==> src/rtl/core/assert_macros.svh <==
// Assertion macros used by the top level of the hazard stall timer.
`ifndef ASSERT_MACROS_SVH
`define ASSERT_MACROS_SVH
`ifndef NO_ASSERTIONS
// Condition that must hold at every clock edge outside reset.
`define ASSERT_ALWAYS(label, clk, rst, cond) \
  label: assert property (@(posedge clk) disable iff (rst) (cond)) \
    else $error("assertion failed: invariant violated");
// Antecedent in one cycle implies consequent in the next.
`define ASSERT_NEXT(label, clk, rst, ante, cons) \
  label: assert property (@(posedge clk) disable iff (rst) (ante) |=> (cons)) \
    else $error("assertion failed: next-cycle check");
`else
`define ASSERT_ALWAYS(label, clk, rst, cond)
`define ASSERT_NEXT(label, clk, rst, ante, cons)
`endif
`endif

==> src/rtl/core/rhst_pkg.sv <==
// Package for the hazard stall timer: constants, item types and helpers.
package rhst_pkg;

  localparam int NUM_REGS   = 32;
  localparam int REG_W      = 5;
  localparam int IDX_W      = (NUM_REGS > 1) ? $clog2(NUM_REGS) : 1;
  localparam int CYC_W      = 16;
  localparam int STALL_W    = 2;
  localparam int IN_DATA_W  = 24;
  localparam int OUT_DATA_W = 72;

  localparam logic [CYC_W-1:0] CYC_MAX   = '1;
  localparam logic [CYC_W:0]   READY_LAT = (CYC_W+1)'(3);
  localparam logic [CYC_W:0]   WB_LAT    = (CYC_W+1)'(4);

  // Input item, last field in the lowest bits
  typedef struct packed {
    logic             dest_used;
    logic [REG_W-1:0] dest_reg;
    logic             src_b_used;
    logic [REG_W-1:0] src_b;
    logic             src_a_used;
    logic [REG_W-1:0] src_a;
  } in_item_t;

  // Result item, last field in the lowest bits
  typedef struct packed {
    logic [CYC_W-1:0]   cycle_total;
    logic [CYC_W-1:0]   stall_total;
    logic [CYC_W-1:0]   hazard_total;
    logic               hazard_seen;
    logic [STALL_W-1:0] stall_cycles;
    logic [CYC_W-1:0]   fetch_cycle;
  } out_item_t;

  // Read request into the ready-cycle table
  typedef struct packed {
    logic             en;
    logic             use_a;
    logic [REG_W-1:0] reg_a;
    logic             use_b;
    logic [REG_W-1:0] reg_b;
  } tab_req_t;

  // Registered read response
  typedef struct packed {
    logic             ok_a;
    logic [CYC_W-1:0] val_a;
    logic             ok_b;
    logic [CYC_W-1:0] val_b;
  } tab_rd_t;

  // Write and clear from the timing stage
  typedef struct packed {
    logic             en;
    logic [IDX_W-1:0] addr;
    logic [CYC_W-1:0] data;
    logic             clr;
  } tab_wr_t;

  function automatic logic [CYC_W-1:0] sat16(input logic [CYC_W:0] v);
    return v[CYC_W] ? CYC_MAX : v[CYC_W-1:0];
  endfunction

  // Register numbers at or above NUM_REGS are not tracked
  function automatic logic in_table(input logic [REG_W-1:0] r);
    return int'(r) < NUM_REGS;
  endfunction

  function automatic logic [IDX_W-1:0] to_idx(input logic [REG_W-1:0] r);
    return IDX_W'(r);
  endfunction

endpackage

==> src/rtl/core/raw_hazard_stall_timer.sv <==
// Top level: read-after-write stall timer for a pipeline without forwarding.
//
//  Channel   Dir  Handshake           Payload
//  s_*       in   s_tvalid/s_tready   s_tdata (instruction), s_tlast (end of trace)
//  m_*       out  m_tvalid/m_tready   m_tdata (timing result)
//
// One instruction per cycle sustained while the output is not stalled. The table is
// read in the accept cycle and the timing is computed in the next, from the
// registered read data; the result register follows.
// The previous-fetch recurrence is a combinational add and compare into prev_fetch.
// Synchronous reset clears handshake state, counters and table valid bits.
// A stalled output holds the result; one more instruction may be taken meanwhile.
module raw_hazard_stall_timer (
  input  logic                             clk,
  input  logic                             rst,
  input  logic                             s_tvalid,
  output logic                             s_tready,
  // src_a[4:0], src_a_used[5], src_b[10:6], src_b_used[11], dest_reg[16:12],
  // dest_used[17], zero[23:18]
  input  logic [rhst_pkg::IN_DATA_W-1:0]   s_tdata,
  input  logic                             s_tlast,
  output logic                             m_tvalid,
  input  logic                             m_tready,
  // fetch_cycle[15:0], stall_cycles[17:16], hazard_seen[18],
  // hazard_total[34:19], stall_total[50:35], cycle_total[66:51], zero[71:67]
  output logic [rhst_pkg::OUT_DATA_W-1:0]  m_tdata
);

`include "assert_macros.svh"

  localparam int CW = rhst_pkg::CYC_W;

  logic                 accept;
  logic                 adv;
  logic                 s1_valid;
  logic                 s1_last;
  rhst_pkg::in_item_t   s1_item;
  rhst_pkg::in_item_t   in_item;
  rhst_pkg::tab_req_t   req;
  rhst_pkg::tab_rd_t    rd;
  rhst_pkg::tab_wr_t    wr;
  rhst_pkg::out_item_t  out_q;
  rhst_pkg::out_item_t  res;

  logic [CW-1:0] prev_fetch;
  logic [CW-1:0] haz_cnt;
  logic [CW-1:0] stall_sum;
  logic [CW-1:0] haz_cnt_next;
  logic [CW-1:0] stall_sum_next;

  logic [CW-1:0] ra;
  logic [CW-1:0] rb;
  logic [CW-1:0] need;
  logic [CW:0]   init;
  logic [CW:0]   fetch_raw;
  logic [CW:0]   stall_full;
  logic          late;
  logic [rhst_pkg::STALL_W-1:0] stall;
  logic [CW-1:0] fetch;
  logic [CW-1:0] ready;

  // handshake
  assign adv      = s1_valid && (!m_tvalid || m_tready);
  assign s_tready = !s1_valid || adv;
  assign accept   = s_tvalid && s_tready;
  assign in_item  = rhst_pkg::in_item_t'(s_tdata[$bits(rhst_pkg::in_item_t)-1:0]);

  // table read request at accept
  assign req.en    = accept;
  assign req.use_a = in_item.src_a_used;
  assign req.reg_a = in_item.src_a;
  assign req.use_b = in_item.src_b_used;
  assign req.reg_b = in_item.src_b;

  rhst_regtab u_regtab (
    .clk (clk),
    .rst (rst),
    .req (req),
    .wr  (wr),
    .rd  (rd)
  );

  // input stage register
  always_ff @(posedge clk) begin
    if (rst) begin
      s1_valid <= 1'b0;
    end else if (accept) begin
      s1_valid <= 1'b1;
    end else if (adv) begin
      s1_valid <= 1'b0;
    end
  end

  always_ff @(posedge clk) begin
    if (accept) begin
      s1_item <= in_item;
      s1_last <= s_tlast;
    end
  end

  // timing: fetch is one past the previous, pushed out to the latest ready source
  always_comb begin
    ra         = rd.ok_a ? rd.val_a : '0;
    rb         = rd.ok_b ? rd.val_b : '0;
    need       = (ra > rb) ? ra : rb;
    init       = {1'b0, prev_fetch} + (CW+1)'(1);
    late       = {1'b0, need} > init;
    fetch_raw  = late ? {1'b0, need} : init;
    stall_full = fetch_raw - init;
    stall      = rhst_pkg::STALL_W'(stall_full);
    fetch      = rhst_pkg::sat16(fetch_raw);
    ready      = rhst_pkg::sat16({1'b0, fetch} + rhst_pkg::READY_LAT);

    haz_cnt_next   = late ? rhst_pkg::sat16({1'b0, haz_cnt} + (CW+1)'(1))
                          : haz_cnt;
    stall_sum_next = rhst_pkg::sat16({1'b0, stall_sum} + (CW+1)'(stall));

    res.fetch_cycle  = fetch;
    res.stall_cycles = stall;
    res.hazard_seen  = late;
    res.hazard_total = haz_cnt_next;
    res.stall_total  = stall_sum_next;
    res.cycle_total  = rhst_pkg::sat16({1'b0, fetch} + rhst_pkg::WB_LAT);
  end

  // table update; end of trace clears every entry
  assign wr.en   = adv && s1_item.dest_used && rhst_pkg::in_table(s1_item.dest_reg);
  assign wr.addr = rhst_pkg::to_idx(s1_item.dest_reg);
  assign wr.data = ready;
  assign wr.clr  = adv && s1_last;

  // running state
  always_ff @(posedge clk) begin
    if (rst) begin
      prev_fetch <= '0;
      haz_cnt    <= '0;
      stall_sum  <= '0;
    end else if (adv) begin
      if (s1_last) begin
        prev_fetch <= '0;
        haz_cnt    <= '0;
        stall_sum  <= '0;
      end else begin
        prev_fetch <= fetch;
        haz_cnt    <= haz_cnt_next;
        stall_sum  <= stall_sum_next;
      end
    end
  end

  // result register
  always_ff @(posedge clk) begin
    if (rst) begin
      m_tvalid <= 1'b0;
    end else if (adv) begin
      m_tvalid <= 1'b1;
    end else if (m_tready) begin
      m_tvalid <= 1'b0;
    end
  end

  always_ff @(posedge clk) begin
    if (adv) begin
      out_q <= res;
    end
  end

  assign m_tdata = rhst_pkg::OUT_DATA_W'(out_q);

  // checks
  `ASSERT_ALWAYS(a_stall_bound, clk, rst, !m_tvalid || (out_q.stall_cycles != 2'd3))
  `ASSERT_ALWAYS(a_hazard_flag, clk, rst, !m_tvalid || (out_q.hazard_seen == |out_q.stall_cycles))
  `ASSERT_ALWAYS(a_wb_after_fetch, clk, rst, !m_tvalid || (out_q.cycle_total >= out_q.fetch_cycle))
  `ASSERT_NEXT(a_result_follows, clk, rst, adv, m_tvalid)
  `ASSERT_NEXT(a_trace_clear, clk, rst, adv && s1_last, ~|{prev_fetch, haz_cnt, stall_sum})

endmodule

==> src/rtl/core/rhst_regtab.sv <==
// Ready-cycle table: one memory, two registered reads, write bypass, valid bits.
module rhst_regtab (
  input  logic              clk,
  input  logic              rst,
  input  rhst_pkg::tab_req_t req,
  input  rhst_pkg::tab_wr_t  wr,
  output rhst_pkg::tab_rd_t  rd
);

  logic [rhst_pkg::CYC_W-1:0]    mem [rhst_pkg::NUM_REGS];
  logic [rhst_pkg::NUM_REGS-1:0] vld;
  logic [rhst_pkg::IDX_W-1:0]    idx_a;
  logic [rhst_pkg::IDX_W-1:0]    idx_b;
  logic                          hit_a;
  logic                          hit_b;

  assign idx_a = rhst_pkg::to_idx(req.reg_a);
  assign idx_b = rhst_pkg::to_idx(req.reg_b);

  // a write landing this edge is forwarded to the read
  assign hit_a = wr.en && !wr.clr && (wr.addr == idx_a);
  assign hit_b = wr.en && !wr.clr && (wr.addr == idx_b);

  // write port
  always_ff @(posedge clk) begin
    if (wr.en) begin
      mem[wr.addr] <= wr.data;
    end
  end

  // valid bits; an entry not written since reset or the last clear reads as invalid
  always_ff @(posedge clk) begin
    if (rst) begin
      vld <= '0;
    end else if (wr.clr) begin
      vld <= '0;
    end else if (wr.en) begin
      vld[wr.addr] <= 1'b1;
    end
  end

  // read ports, registered
  always_ff @(posedge clk) begin
    if (req.en) begin
      rd.ok_a  <= req.use_a && rhst_pkg::in_table(req.reg_a) && !wr.clr &&
                  (hit_a || vld[idx_a]);
      rd.val_a <= hit_a ? wr.data : mem[idx_a];
      rd.ok_b  <= req.use_b && rhst_pkg::in_table(req.reg_b) && !wr.clr &&
                  (hit_b || vld[idx_b]);
      rd.val_b <= hit_b ? wr.data : mem[idx_b];
    end
  end

endmodule

==> config.mk <==
export PLATFORM = sky130hd
export DESIGN_NAME = raw_hazard_stall_timer
export DESIGN_NICKNAME = d
export VERILOG_FILES = /design/src/rtl/core/rhst_pkg.sv /design/src/rtl/core/raw_hazard_stall_timer.sv /design/src/rtl/core/rhst_regtab.sv
export VERILOG_INCLUDE_DIRS = /design/src /design/src/rtl/core
export SDC_FILE = /design/constraint.sdc
export NUM_CORES = 1
export LEC_CHECK = 0
export ABC_AREA = 1
export ABC_CLOCK_PERIOD_IN_PS = 8050
export BUFFER_PORTS_ARGS = -buffer_cell sky130_fd_sc_hd__clkbuf_2
export CORE_MARGIN = 1.5
export CORE_UTILIZATION = 35
export CTS_CLUSTER_DIAMETER = 60
export CTS_CLUSTER_SIZE = 8
export DETAILED_ROUTE_END_ITERATION = 12
export GPL_TIMING_DRIVEN = 1
export MAX_ROUTING_LAYER = met4
export PLACE_DENSITY_LB_ADDON = 0.2
export SLEW_MARGIN = 15
export SYNTH_ARGS = -nofsm -noshare
export SYNTH_HDL_FRONTEND = slang
export SYNTH_SLANG_ARGS = --single-unit
export TNS_END_PERCENT = 10
==> constraint.sdc <==
create_clock -name clk -period 8.05 [get_ports clk]
set_clock_uncertainty 0.2 [all_clocks]
set_input_delay 0.4025 -clock clk [delete_from_list [all_inputs] [get_ports clk]]
set_output_delay 0.4025 -clock clk [all_outputs]
set_load 0.01 [all_outputs]
==> results.toml, run 1 <==
[logic_synthesis]
synth_edf_count = 620
synthAdderAreaFrac = 0.0142
synth_compound_area_frac = 0.177
synthSimpleGateAreaFrac = 0.168
synth.avg_cell_area_um2 = 9.58
synth_largest_area_cell = "edfxtp_1"
yosysWarnings = 0
synthCells = 3644
synth_seq_cells = 702
synth_area_mm2 = 0.0349
ys_types = 51
synthTopCellsByArea = "edfxtp_1 53%, o21ai_0 8.7%, nor2_1 6.7%, o221ai_1 5.8%, dfxtp_1 4.7%"
synth_top_area_share = 0.533
synth_xor_area_frac = 0.00878
async_flop_share = 0
yosysSeqAreaShare = 0.580
synth_top_family_by_area = "compound AO/OA/AOI/OAI gates"
ys.flop_type = "edfxtp_1"
netlist_top_cells_count = "622 x nor2_1, 620 x edfxtp_1, 609 x o21ai_0"
synth_mux_area_frac = 0
yosysMostFrequentCell = "nor2_1"

[place]
io_buffers = 91
globalplace.congestion = 0.897
place_hpwl_mm = 70.0

[cts]
tritoncts = "yes"
path_clk_slew_ns = 0.05
cts_resized = 0
cts-root-buf = "clkbuf_16"
cts.sinks = 702
htreeDepth = 3
max-clock-path-buffers = 3
numCtsBuffers = 99
insertion_delay_ns = 0.67

[power_and_ir_drop]
power_leakage_nw = 14.0
p_per_area_mw_per_mm2 = 267
ir_worst_vdd_mv = 0.194

[floorplan]
fp.dieW_um = 319
start_util = 0.354
core_mm2 = 0.0986
die_y_um = 319
pin_count = 103
die_area_mm2 = 0.102
rows = 115

[timing]
post-route-min-period_ns = 7.25
finalSetupViolCount = 0
rsz0062_at_grt = "no"
drv_slew = 0
worstMarginPinSlew_ns = 1.24
min_period_over_period = 0.900
hold_ws_ns = 0.0606
fmax_ghz = 0.138
fin_tns_setup_ns = 0
hold_viol = 0
slew_headroom = 0.175

[grt]
grt_use_met3 = 0.0350
grt_use_total = 0.240
use_met2 = 0.359
first_global_vias = 27500
grt-ovfl-total = 0
antenna_found_initial = 2
grt_pass1_wl_mm = 178
grt_start_max_net_pins = 160
globalRouteMet1Util = 0.321
grt-busiest-layer = "met2"

[critical_path]
reg2reg_to = "u_regtab.mem[27][12]$_DFFE_PP_"
end_kind = "flop"
r2r_cells = 29
path_delay_family = "simple AND/OR/NAND/NOR gates"
start_kind = "flop"
cpMostUsedCell = "nand2_1"
crit_type = "reg2reg"
critPathArrivalTime_ns = 7.10
crit_buf_inv = 3
slowest_delay_ns = 0.80
path_max_fanout = 34
cp.required_ns = 7.91
worstReg2RegStart = "u_regtab.rd[16]$_DFFE_PP_"
r2r_slack_ns = 0.80
slowest_stage = "nand3_2"

[cells_and_area]
layout.nets = 3732
drive_above_1_share = 0.104
area_growth_pct = 13.8
multi_input_comb_area_mm2 = 0.0130
post-route-util = 0.403
seqCellArea_mm2 = 0.0203
final.fill_count = 9608

[worst_hold_path]
hold_depth = 3
hp-start = "s_tdata[11]"
holdCritPathClass = "in2reg"
min_to = "u_regtab.rd[16]$_DFFE_PP_"

[run_status]
status = "completed"

[routing]
drt_iter0_drc = 3656
vias = 29100
wl_per_cell_um = 24.3
routed_wl_mm = 122
dr.pass1.iters = 9
drc_errors = 0
via_per_inst = 5.79
drtAntennaViolNets = 0

[flow_run]
cap_violations = 0
-- logic make-up (layout without fill, tap and decap cells) --
| family | count (synthesis) | in the layout |
|---|---|---|
| AOI/OAI and AO/OA | 1038 | 1038 |
| xor gates and xnor gates | 35 | 35 |
| adders and majority gates | 39 | 39 |
| buffers and inverters | 466 | 547 |
| DFF | 702 | 702 |
| other | 1 | 6 |
| and+or+nand+nor | 1363 | 1363 |
-- registers in the layout, summed over array words and instances (netlist names) --
signal	count
m_tdata	67
s1_last	1
u_regtab.rd	34
u_regtab.vld	32
u_regtab.mem	512
prev_fetch	16
haz_cnt	16
s1_item	6
m_tvalid	1
s1_valid	1
stall_sum	16
-- routing by layer --
layer  vias to the layer above  share of wire
met1                     14000           0.42
li1                      13200              -
met3                       321          0.087
met2                      1545           0.44
met4                         0          0.047
met5                         -              0
-- worst max path at each step --
stage | cells after the start | end | slack, ns | from
CTS | 29 | u_regtab.mem[25][6]$_DFFE_PP_ | 0.83 | u_regtab.rd[16]$_DFFE_PP_
global placement | 28 | u_regtab.mem[27][6]$_DFFE_PP_ | 0.77 | u_regtab.rd[16]$_DFFE_PP_
detailed placement | 29 | u_regtab.mem[27][6]$_DFFE_PP_ | 0.84 | u_regtab.rd[16]$_DFFE_PP_
finish | 29 | u_regtab.mem[27][12]$_DFFE_PP_ | 0.80 | u_regtab.rd[16]$_DFFE_PP_
global route | 28 | u_regtab.mem[27][6]$_DFFE_PP_ | 0.23 | u_regtab.rd[16]$_DFFE_PP_
floorplan | 34 | stall_sum[13]$_SDFFE_PP0P_ | 2.27 | u_regtab.rd[16]$_DFFE_PP_
-- power by group --
part / total, mW / internal, mW / leakage [nW] / switching (mW)
clock: 3.93 / 2.38 / 1.38 / 1.56
combinational: 2.06 / 0.437 / 6.15 / 1.62
sequential: 4.62 / 4.57 / 6.49 / 0.0449
total: 10.6 / 7.39 / 14.0 / 3.22
-- through the flow --
| stage | total power [mW] | area (um^2) | setup slack (ns) | cells |
|---|---|---|---|---|
| after floorplan | 5.81 | 34900 | 2.27 | 3648 |
| after CTS | 10.7 | 39700 | 0.833 | 5016 |
| final | 10.6 | 39700 | 0.803 | 5017 |
| after global routing | 11.0 | 39700 | 0.229 | 5016 |
| after detailed placement | 6.73 | 36700 | 0.837 | 4838 |
| after global placement | 6.73 | 36700 | 0.774 | 4838 |
-- area by class of cell --
class	count	share of cell area
tap	1287	0.0405
multi-input combinational	2480	0.326
inverter	193	0.0188
clock buffer	160	0.0705
timing repair buffer	188	0.0319
antenna	1	0.0000630
sequential	702	0.510
clock inverter	6	0.00227
-- worst min-delay path, cell delays in order --
cell and delay, ns:
clkbuf_2 0.12, o311ai_0 0.15, inv_1 0.07
-- placed cells by master, fill, tap and decap left out, drive strengths merged, types with 28 or more instances in the layout --
cell	count
a21oi	150
nor2	636
ha	38
dfxtp	82
buf	89
o221ai	232
clkbuf	247
inv	191
xor2	28
nand3	307
edfxtp	620
nand2	356
o21ai	624
-- what timing repair did --
item,in CTS,in global routing
hold buffers,12,0
setup buffers,0,0
endpoints found under the hold margin,10,0
No activity file was read; power rests on OpenSTA's default activity.
==> run 2: changes to the inputs <==
- PLACE_DENSITY_LB_ADDON: 0.2 -> 0.08
==> run 2 against run 1 <==
Power is 0.43% higher. Wire length grew 7.4%. Register-to-register slack gained 0.14 ns. Hold slack better by 0.096 ns. Die area stayed put. Cell count down 0.18%. Critical endpoint is now u_regtab.mem[25][6]$_DFFE_PP_. Utilization shrank 0.052 points. Count of clock-buffer cells in the layout is 11 higher.
==> results.toml, run 2 (same netlist as run 1, synthesis figures left out) <==
[run_status]
status = "completed"

[cts]
tritoncts = "yes"
post_cts.repair.setup_buffers = 0
cts-root-buf = "clkbuf_16"
numCtsBuffers = 100
insertion_delay_ns = 0.67
cts_hold_buf = 11
path_clk_slew_ns = 0.05
max-clock-path-buffers = 3
cts.sinks = 702
htreeDepth = 3
cts_resized = 0

[place]
globalplace.congestion = 0.860
place_inst = 4821
io_buffers = 91
place_hpwl_mm = 75.0
dpl_cell_area_mm2 = 0.0367

[critical_path]
path_delay_family = "simple AND/OR/NAND/NOR gates"
cpMostUsedCell = "nand2_1"
worstReg2RegStart = "u_regtab.rd[33]$_DFFE_PP_"
start_kind = "flop"
reg2reg_to = "u_regtab.mem[25][6]$_DFFE_PP_"
end_kind = "flop"
slowest_stage = "inv_1"
path_max_fanout = 32
crit_buf_inv = 4
r2r_slack_ns = 0.94
critPathArrivalTime_ns = 7.20
cp.required_ns = 8.15
r2r_cells = 31
crit_type = "reg2reg"
slowest_delay_ns = 0.85

[cells_and_area]
largest_reg_flops = 512
final.fill_count = 9671
final_area_mm2 = 0.0397
regMostFlops = "u_regtab.mem"
multi_input_comb_area_mm2 = 0.0131
layout_common_cells = "620 x edfxtp_1, 609 x o21ai_0, 589 x nor2_1"
layout.nets = 3715
drive_above_1_share = 0.100
diodes = 0
fin_cells = 5008
layout_commonest_cell = "edfxtp_1"
seqCellArea_mm2 = 0.0203
area_growth_pct = 13.7

[floorplan]
core_mm2 = 0.0986
die_y_um = 319
fp.dieW_um = 319
pin_count = 103
start_util = 0.354
die_area_mm2 = 0.102
rows = 115

[timing]
min_period_over_period = 0.883
drv_slew = 0
worstMarginPinSlew_ns = 1.15
hold_viol = 0
rsz0062_at_grt = "no"
post-route-min-period_ns = 7.11
fin_tns_setup_ns = 0
slew_headroom = 0.231
finalSetupViolCount = 0
fmax_ghz = 0.141

[routing]
wl_per_cell_um = 26.1
routed_wl_mm = 131
dr.pass1.iters = 6
drc_errors = 0
vias = 28900
drt_iter0_drc = 3201
via_per_inst = 5.77
drtAntennaViolNets = 0

[power_and_ir_drop]
ir_worst_vdd_mv = 0.216
power_leakage_nw = 13.9
finalPower_mw = 10.7
p_per_area_mw_per_mm2 = 268

[worst_hold_path]
holdCritPathClass = "in2reg"
min_to = "prev_fetch[1]$_SDFFE_PP0P_"
hp-start = "rst"
hold_depth = 3

[grt]
first_global_vias = 27100
grt_start_max_net_pins = 141
grt_pass1_wl_mm = 188
grt_use_total = 0.259
grt-ovfl-total = 0
antenna_found_initial = 1

[flow_run]
cap_violations = 0
run 2: cell count changes in the layout (fill, tap and decap cells not counted), moves of 2 or more:
cell	change
buf_4	-19
nor2_2	-18
nor2_4	+18
clkbuf_1	+11
clkinv_2	+3
buf_12	+2
buf_8	+2
clkbuf_16	-2
inv_6	-2
run 2: power breakdown:
part           total (mW)  switching (mW)  internal, mW  leakage, nW
clock network        3.93            1.59          2.34         1.36
registers            4.62          0.0394          4.58         6.49
logic                2.11            1.66         0.449         6.06
total                10.7            3.28          7.37         13.9
run 2: how the worst max path moves through the flow:
| stage | slack [ns] | depth (start not counted) | endpoint | start |
|---|---|---|---|---|
| after global placement | 0.85 | 30 | u_regtab.mem[25][6]$_DFFE_PP_ | u_regtab.rd[16]$_DFFE_PP_ |
| after CTS | 0.88 | 31 | u_regtab.mem[31][6]$_DFFE_PP_ | u_regtab.rd[33]$_DFFE_PP_ |
| after detailed placement | 0.91 | 31 | u_regtab.mem[25][6]$_DFFE_PP_ | u_regtab.rd[33]$_DFFE_PP_ |
| after floorplan | 2.27 | 34 | stall_sum[13]$_SDFFE_PP0P_ | u_regtab.rd[16]$_DFFE_PP_ |
| final | 0.94 | 31 | u_regtab.mem[25][6]$_DFFE_PP_ | u_regtab.rd[33]$_DFFE_PP_ |
| after global routing | 0.37 | 31 | u_regtab.mem[31][6]$_DFFE_PP_ | u_regtab.rd[16]$_DFFE_PP_ |
run 2: per-layer routing:
metal | vias to the layer above | wire (um) | global-route usage
met5 | - | 0 | -
met2 | 1307 | 59200 | 0.396
met3 | 286 | 9660 | 0.0417
li1 | 13200 | - | -
met1 | 14100 | 56700 | 0.344
met4 | 0 | 5320 | 0.101
run 2: final cells by class:
class,instances,share of cell area
Sequential cell,702,0.510
Multi-Input combinational cell,2480,0.329
Clock buffer,171,0.0711
Tap cell,1287,0.0406
Timing Repair Buffer,170,0.0291
Inverter,193,0.0189
Clock inverter,5,0.00104
run 2: stage by stage:
stage | hold slack, ns | util | setup slack, ns
final | 0.157 | 0.403 | 0.943
after global routing | 0.186 | 0.403 | 0.366
after CTS | 0.140 | 0.403 | 0.881
after detailed placement | 0.261 | 0.373 | 0.905
after global placement | 0.253 | 0.373 | 0.854
after floorplan | 0.240 | - | 2.27
run 2: worst reg2reg max path, delay by kind of cell (launching register included):
kind / cells / cell delay, ns
AND/OR/NAND/NOR: 23 / 3.64
buffers and inverters: 4 / 1.14
adder cells (fa/ha/maj): 3 / 0.86
flip-flops: 1 / 0.65
AO/OA/AOI/OAI: 1 / 0.21
